`src/pwms_pkg.sv`:
```
package pwms_pkg;

	localparam int MAX_WIDTH_DEF   = 32;
	localparam int MAX_SEQ_LEN_DEF = 65536;

	localparam int WEIGHT_W  = 16;
	localparam int SUM_W     = 24;
	localparam int POS_W     = 16;
	localparam int HITS_W    = 16;
	localparam int MWIDTH_W  = 6;
	localparam int BASE_W    = 2;
	localparam int WPOS_W    = 5;
	localparam int CFG_IDX_W = 1;
	localparam int S_DATA_W  = 32;
	localparam int M_DATA_W  = 64;

	localparam logic [MWIDTH_W-1:0] MWIDTH_RST = 6'd8;
	localparam logic [POS_W-1:0]    POS_MAX    = '1;
	localparam logic [HITS_W-1:0]   HITS_MAX   = '1;

	localparam logic FUNC_LOAD = 1'b0;
	localparam logic FUNC_BASE = 1'b1;

	localparam logic KIND_WINDOW  = 1'b0;
	localparam logic KIND_SUMMARY = 1'b1;

	localparam logic [CFG_IDX_W-1:0] REG_MOTIF_WIDTH   = 1'd0;
	localparam logic [CFG_IDX_W-1:0] REG_HIT_THRESHOLD = 1'd1;

	typedef logic signed [WEIGHT_W-1:0] weight_t;
	typedef logic signed [SUM_W-1:0]    sum_t;

	localparam sum_t SUM_MAX = {1'b0, {(SUM_W-1){1'b1}}};
	localparam sum_t SUM_MIN = {1'b1, {(SUM_W-1){1'b0}}};

	// one scored window on its way from the cell chain to the scorer
	typedef struct packed {
		logic             go;
		logic             last;
		logic             win;
		logic             bad;
		logic [POS_W-1:0] position;
		sum_t             sum;
	} eval_t;

	typedef struct packed {
		logic              kind;
		logic [POS_W-1:0]  position;
		sum_t              score;
		logic              score_valid;
		logic              best_found;
		logic              hit;
		logic [HITS_W-1:0] hit_count;
		logic              last;
	} res_t;

endpackage

```
`src/pwms_cell.sv`:
```
module pwms_cell (
	input  logic                                clk,
	input  logic                                arst_n,
	input  logic                                wr_en,
	input  logic [pwms_pkg::BASE_W-1:0]         wr_base,
	input  pwms_pkg::weight_t                   wr_value,
	input  logic                                shift_en,
	input  logic                                clear,
	input  logic [pwms_pkg::BASE_W-1:0]         base_code,
	input  logic                                base_valid,
	input  pwms_pkg::sum_t                      prev_sum,
	input  logic                                prev_bad,
	output pwms_pkg::sum_t                      sum,
	output logic                                bad
);
	import pwms_pkg::*;

	localparam int EXT_W = SUM_W + 1;

	weight_t            weight_q [4];
	sum_t               sum_q;
	logic               bad_q;
	logic [EXT_W-1:0]   ext;
	sum_t               sat;

	// this position's four weights, one per base
	always_ff @(posedge clk) begin
		if (wr_en) begin
			weight_q[wr_base] <= wr_value;
		end
	end

	always_comb begin
		ext = EXT_W'(prev_sum) + EXT_W'(weight_q[base_code]);
		if (ext[EXT_W-1] != ext[EXT_W-2]) begin
			sat = ext[EXT_W-1] ? SUM_MIN : SUM_MAX;
		end else begin
			sat = sum_t'(ext[SUM_W-1:0]);
		end
	end

	always_ff @(posedge clk or negedge arst_n) begin
		if (!arst_n) begin
			sum_q <= '0;
			bad_q <= 1'b0;
		end else if (clear) begin
			sum_q <= '0;
			bad_q <= 1'b0;
		end else if (shift_en) begin
			// an invalid base poisons the window and passes the previous sum on with no weight added
			bad_q <= prev_bad | ~base_valid;
			sum_q <= base_valid ? sat : prev_sum;
		end
	end

	assign sum = sum_q;
	assign bad = bad_q;

endmodule

```
`config.mk`:
```
export PLATFORM = sky130hd
export DESIGN_NAME = pwms_cell
export DESIGN_NICKNAME = d
export VERILOG_FILES = /design/src/pwms_pkg.sv /design/src/pwms_cell.sv
export SDC_FILE = /design/constraint.sdc
export NUM_CORES = 1
export LEC_CHECK = 0
export ABC_AREA = 0
export BUFFER_PORTS_ARGS = -buffer_cell sky130_fd_sc_hd__buf_4
export CAP_MARGIN = 20
export CORE_MARGIN = 2
export CORE_UTILIZATION = 40
export CTS_CLUSTER_DIAMETER = 120
export DETAILED_ROUTE_END_ITERATION = 16
export GPL_TIMING_DRIVEN = 1
export HOLD_SLACK_MARGIN = 0.02
export SYNTH_ARGS = -nofsm -noshare
export SYNTH_HDL_FRONTEND = slang
export SYNTH_SLANG_ARGS = --single-unit
```
`constraint.sdc`:
```
create_clock -name clk -period 2.8 [get_ports clk]
set_input_delay 0.42 -clock clk [delete_from_list [all_inputs] [get_ports clk]]
set_output_delay 0.42 -clock clk [all_outputs]
set_load 0.02 [all_outputs]
```
==> results of run 1 <==
worst reg2reg max path, delay by kind of cell (launching register included):
family	cells	cell delay, ns
adder cells (fa/ha/maj)	2	0.55
AO/OA/AOI/OAI	5	0.96
multiplexers	2	0.61
AND/OR/NAND/NOR	2	0.25
buffers and inverters	2	0.31
flip-flops	1	0.37
stage by stage:
stage | hold WS [ns] | utilization [%] | instance area (sq um) | power [mW] | TNS, ns
6_report | 0.2384 | 60.19 | 7259 | 4.160 | -6.477
5_1_grt | 0.2399 | 60.19 | 7259 | 4.357 | -9.240
4_1_cts | 0.2267 | 57.53 | 6939 | 4.063 | -5.114
3_5_place_dp | 0.3531 | 52.53 | 6336 | 2.721 | -18.18
3_3_place_gp | 0.3506 | 52.53 | 6336 | 2.705 | -17.39
2_1_floorplan | 0.1244 | - | 5079 | 2.239 | -9.732
worst paths after layout:
path / depth (start not counted) / from / to / slack [ns]
max: 13 / weight_q[2][0] / sum[8] / -0.36
min: 2 / clear / sum[23] / 0.24
max reg2reg: 13 / weight_q[2][0] / sum[8] / -0.36
min reg2reg: 2 / sum[17] / sum[17] / 0.48
max in group asynchronous: 2 / arst_n / sum[7] / 2.02
min in group asynchronous: 2 / arst_n / sum[18] / 0.52
routing by layer:
metal,routed length (microns),vias to the layer above,track usage [%]
met5,0,-,0
met4,182,0,7.068
met3,494,15,3.163
met2,6965,85,36.22
met1,5619,1943,25.97
li1,-,1927,-
registers in the layout, summed over array words and instances (netlist names):
register,cells
bad,1
sum,24
weight_q,64
synth_stat cells (2+ instances only):
cell type  count
xor2_1         5
o31ai_4        2
o22ai_1        2
nor2b_1        2
edfxtp_1      64
nor2_1        28
ha_1          24
o211ai_1       3
a211oi_1       5
inv_1          6
mux4_2        16
mux2i_4        2
and2_1         3
o21ai_2        2
o21ai_0       20
a31o_2         2
nor3_2         2
a221o_1        2
nand3_1        4
a21oi_1       26
clkbuf_1       9
a22oi_1        3
nand2_1       40
and3_1         7
o31ai_1       10
a211oi_2       2
nor3_1        21
o21ai_1        4
xnor2_1       12
o21a_1         3
o31ai_2        7
buf_2          2
nand2b_1       4
dfrtp_1       25
buf_6          2
a21o_1         9
area by class of cell:
type,instances,area share [%]
multi-input cells,296,38.68
flip-flops and latches,89,35.09
repair buffers,172,18.96
clock buffers,11,3.206
well taps,168,2.896
clock inverters,5,0.8618
inverters,6,0.3102
report_power, final:
part	leakage, nW	internal, mW	switching (mW)
clock network	0.137	0.699	0.531
logic	1.86	0.682	0.706
registers	0.917	1.51	0.0367
repair_timing:
action                                  CTS  global route
setup buffers                            12             7
pin swaps                                16            16
resized for setup                        38            49
endpoints found under the setup margin   24            24
gates cloned                              1             1
hold endpoints to repair                 25             0
hold buffers                              1             0
cell families (layout without fill, tap and decap cells):
logic type	count (synthesis)	after routing	share of synthesized area, %
AOI/OAI and AO/OA	117	117	17.66
and+or+nand+nor	117	117	11.23
DFF	89	89	51.38
adders and majority gates	25	25	6.460
buffers and inverters	20	194	1.867
muxes	19	20	8.403
xor gates and xnor gates	17	17	3.003
==> metrics.csv, run 1 <==
stage;metric;value;unit
outcome;status;finished, violations left;
outcome;failed_checks;setup timing;
detailed_routing;drtPass1Iterations;4;
final_layout;antenna_cells;0;
worst_setup_path;end_kind;flop;
final_layout;syn2layout_area_growth;46.40;%
power;ir_drop;0.0005550;V
cts;clock-sinks;89;
worst_setup_path;path_class;flop to flop;
grt;grt_start_max_net_pins;33;
power;p_leak;2.915;nW
hold_path;worstHoldPathType;input pin to flop;
grt;grt_pass1_vias;4055;
worst_setup_path;cpMaxStageDelayCell;mux4_2;
synth;synth_top_area_share;38.76;%
worst_setup_path;path_cells;mux4_2 -> ha_4 -> fa_2 -> a211oi_4 -> o211ai_2 -> a21oi_2 -> nor4_4 -> nor2_2 -> mux2i_4 -> o21ai_4 -> buf_12 -> buf_6 -> o31ai_4;
synth;syn_nets;480;
cts;cts_tree;done;
synth;synth_ff_type;edfxtp_1;
grt;grt_use_total;20.62;%
detailed_routing;routedWlPerCell;17.75;microns
worst_setup_path;path_buf_inv;2;
die;die_w;115.3;microns
placed_design;place.gp.congestion;0.8597;
final_layout;final_cells;747;
detailed_routing;totalWireLength;13260;microns
final_layout;multi_input_area;2808;sq um
synth;synth-edff-count;64;
synth;synthCells;404;
grt;overflow;0;
power;p_per_area;573.1;nW/um^2
synth;yosys-top-cells-area;edfxtp_1, dfrtp_1, mux4_2, ha_1, nand2_1;
final_layout;fill_cells;992;
grt;grt_pass1_wl;20730;microns
worst_setup_path;cpLargestDelayFamily;compound AO/OA/AOI/OAI gates;
timing;relSlewSlack;48.33;%
detailed_routing;ant_nets;0;
cts;clockBufferDepth;2;
detailed_routing;vias;3970;
die;coreArea;12060;sq um
flow_run;max_cap_viol_count;0;
timing;rsz0062_at_grt;yes;
timing;drv_slew;0;
timing;skew;0.01126;ns
detailed_routing;drc_errors;0;
timing;postLayoutSetupSlackWorst;-0.3630;ns
detailed_routing;first_iter_violations;146;
placed_design;dpl_worst_slack;-0.8646;ns
die;die_area;13300;sq um
synth;synth_area_per_cell;12.27;sq um
final_layout;layout.cells.most_common;buf_4;
worst_setup_path;worstPathArrival;3.40;ns
cts;cts.clk_slew.worst_paths;0.07;ns
worst_setup_path;required;3.03;ns
timing;post-route-min-period;3.163;ns
synth;yosysWarnings;0;
synth;ys_ff_latch;89;
timing;setup_viol;24;
timing;finalHoldViolations;0;
timing;tightest_slew;0.7751;ns
cts;clk_latency;0.35;ns
cts;cts.htree.levels;3;
die;initial_utilization;41.11;%
worst_setup_path;max_stage_delay;0.50;ns
worst_setup_path;path_max_fanout;7;
placed_design;post-place-cells;711;
synth;synth_cell_types;60;
die;rows;40;
die;die_height;115.3;microns
synth;ys_async_sr_fraction;28.09;%
synth;ys_seq_area_share;51.38;%
cts;cts_buffers;9;
final_layout;register_area;2547;sq um
cts;cts_root_buf;clkbuf_16;
grt;antenna_found_initial;0;
final_layout;layout-drive-gt1-share;50.09;%
final_layout;final_cell_mix;buf_4, edfxtp_1, nand2_1;
synth;yosys.area.top_type;edfxtp_1;
timing;post-route-period-util;113.0;%
placed_design;dpl.hpwl;9082;microns
placed_design;numPortBuffers;75;
worst_setup_path;start_kind;flop;
detailed_routing;routed_via_density;5.315;
timing;fmax;316.2;MHz
die;pin_count;76;
synth;synth_area;4959;sq um
final_layout;fin_nets;650;
Note: power is estimated with default switching activity, not from simulation.
==> run 2: changes to the inputs <==
--- a/config.mk
+++ b/config.mk
@@ -8,12 +8,15 @@
 export ABC_AREA = 0
 export BUFFER_PORTS_ARGS = -buffer_cell sky130_fd_sc_hd__buf_4
 export CAP_MARGIN = 20
+export CELL_PAD_IN_SITES_DETAIL_PLACEMENT = 1
+export CELL_PAD_IN_SITES_GLOBAL_PLACEMENT = 1
 export CORE_MARGIN = 2
 export CORE_UTILIZATION = 40
 export CTS_CLUSTER_DIAMETER = 120
 export DETAILED_ROUTE_END_ITERATION = 16
 export GPL_TIMING_DRIVEN = 1
 export HOLD_SLACK_MARGIN = 0.02
+export PLACE_DENSITY_LB_ADDON = 0.1
 export SYNTH_ARGS = -nofsm -noshare
 export SYNTH_HDL_FRONTEND = slang
 export SYNTH_SLANG_ARGS = --single-unit
==> run 2 against run 1 <==
The flow still finishes with violations (setup timing). Sequential power hardly changed. Sequential cell count stayed put. Clock power is 17% higher. Global-route usage is 2.5 points higher. Total power is 5.5% higher. Count of clock-buffer cells in the layout is 1 lower. Non-clock buffer count is 6 lower. Largest power group unchanged.
==> metrics.csv, run 2 (synthesis results as in run 1) <==
stage;metric;value;unit
cts;cts.clk_slew.worst_paths;0.07;ns
grt;grt_start_max_net_pins;33;
cts;cts.htree.levels;3;
die;rows;40;
final_layout;layout.cells.most_common;buf_4;
placed_design;placed_area;6266;sq um
worst_setup_path;max_stage_delay;0.55;ns
grt;grt_pass1_wl;23070;microns
grt;overflow;0;
final_layout;multi_input_area;2773;sq um
timing;relSlewSlack;45.58;%
detailed_routing;vias;4073;
detailed_routing;ant_nets;0;
placed_design;dpl.hpwl;10040;microns
outcome;status;finished, violations left;
final_layout;register_area;2547;sq um
final_layout;fin_nets;644;
placed_design;dpl_worst_slack;-0.9836;ns
timing;post-route-period-util;117.6;%
cts;clock-sinks;89;
detailed_routing;totalWireLength;15450;microns
final_layout;layout-drive-gt1-share;48.52;%
detailed_routing;drtPass1Iterations;4;
grt;grt_use_total;23.16;%
die;die_w;115.3;microns
timing;tightest_slew;0.8163;ns
worst_setup_path;required;3.06;ns
timing;setup_viol;24;
timing;drv_slew;0;
worst_setup_path;path_class;flop to flop;
timing;skew;0.01081;ns
cts;cts_tree;done;
worst_setup_path;path_max_fanout;4;
power;p_per_area;603.0;nW/um^2
grt;grt_pass1_vias;4303;
worst_setup_path;worstPathArrival;3.56;ns
worst_setup_path;cpMaxStageDelayCell;mux4_2;
detailed_routing;first_iter_violations;236;
cts;cts_root_buf;clkbuf_16;
power;ir_drop;0.0003686;V
final_layout;regMostFlops;weight_q;
cts;cts_buffers;9;
outcome;failed_checks;setup timing;
timing;post-route-min-period;3.292;ns
placed_design;place.gp.congestion;0.8257;
hold_path;worstHoldPathType;input pin to flop;
final_layout;final_area;7281;sq um
worst_setup_path;critical_path.most_common_cell;a21o_1;
die;coreArea;12060;sq um
flow_run;max_cap_viol_count;0;
detailed_routing;drc_errors;0;
die;pin_count;76;
final_layout;antenna_cells;0;
cts;clk_latency;0.35;ns
timing;tns;-9.819;ns
timing;finalHoldViolations;0;
final_layout;final_cell_mix;buf_4, edfxtp_1, nand2_1;
worst_setup_path;path_cells;buf_6 -> mux4_2 -> ha_4 -> a21o_1 -> a21o_1 -> a21oi_2 -> o21ai_2 -> a21oi_4 -> buf_12 -> mux2_4 -> and3_4 -> o31ai_4;
die;die_area;13300;sq um
timing;rsz0062_at_grt;yes;
die;die_height;115.3;microns
die;initial_utilization;41.11;%
timing;fmax;303.7;MHz
detailed_routing;routedWlPerCell;20.84;microns
placed_design;numPortBuffers;75;
worst_setup_path;end_kind;flop;
final_layout;fill_cells;1209;
power;p_leak;2.916;nW
grt;antenna_found_initial;0;
final_layout;largest_reg_flops;64;
timing;fin_hold_ws;0.2418;ns
detailed_routing;routed_via_density;5.497;
timing;postLayoutSetupSlackWorst;-0.4925;ns
final_layout;fin_util;60.36;%
final_layout;syn2layout_area_growth;46.83;%
worst_setup_path;start_kind;flop;
cts;clockBufferDepth;2;
run 2: cell types whose count changed in the layout (fill, tap and decap cells not counted), moves of 3 or more:
cell     previous run  this run
ha_1               12         9
buf_4             156       150
o31ai_4             8         3
buf_12              1         6
buf_6              12         7
ha_4               11        15
nor3_2             10         7
nor3_1             10        14
o31ai_2             8        11
run 2: worst paths after layout:
path / slack (ns) / to / startpoint / cells after the start
setup / recovery: -0.49 / sum[9] / weight_q[2][15] / 12
hold / removal: 0.24 / sum[23] / clear / 2
setup reg to reg: -0.49 / sum[9] / weight_q[2][15] / 12
hold reg to reg: 0.49 / sum[18] / sum[18] / 2
max in group asynchronous: 2.02 / sum[11] / arst_n / 2
min in group asynchronous: 0.52 / sum[7] / arst_n / 2
run 2: cell type report:
| class | count | area share [%] |
|---|---|---|
| multi-input combinational | 296 | 38.08 |
| timing repair buffer | 166 | 19.02 |
| clock inverter | 6 | 1.564 |
| clock buffer | 10 | 3.145 |
| tap | 168 | 2.887 |
| sequential | 89 | 34.99 |
| inverter | 6 | 0.3093 |
run 2: where the power goes:
group          switching [mW]  internal [mW]
Clock                   0.555          0.880
Combinational           0.715          0.692
Sequential             0.0412           1.51
Total                    1.31           3.08
run 2: per-stage QoR:
step / instances / total power, mW
final: 741 / 4.390
after global routing: 741 / 4.577
after CTS: 731 / 4.292
after detailed placement: 700 / 2.726
after global placement: 700 / 2.692
after floorplan: 404 / 2.239
run 2: what timing repair did:
action | in CTS | in global routing
hold buffers | 1 | 0
pin swaps | 24 | 19
buffers inserted | 15 | 9
setup endpoints to repair | 24 | 24
gates cloned | 1 | 2
gates resized for setup | 43 | 29
hold endpoints to repair | 25 | 0
run 2: routing by layer:
| layer | track usage, % | share of wire, % |
|---|---|---|
| met1 | 27.95 | 40 |
| met2 | 41.13 | 54 |
| met3 | 3.163 | 3.3 |
| met4 | 10.36 | 2.8 |
| met5 | 0 | 0 |
run 2: critical path, delay by kind of cell, from the launching register on:
| kind | cells | cell delay (ns) |
|---|---|---|
| flops | 1 | 0.46 |
| simple gates | 1 | 0.19 |
| compound gates | 6 | 1.05 |
| buf+inv | 2 | 0.31 |
| mux | 2 | 0.90 |
| fa+ha+maj | 1 | 0.29 |
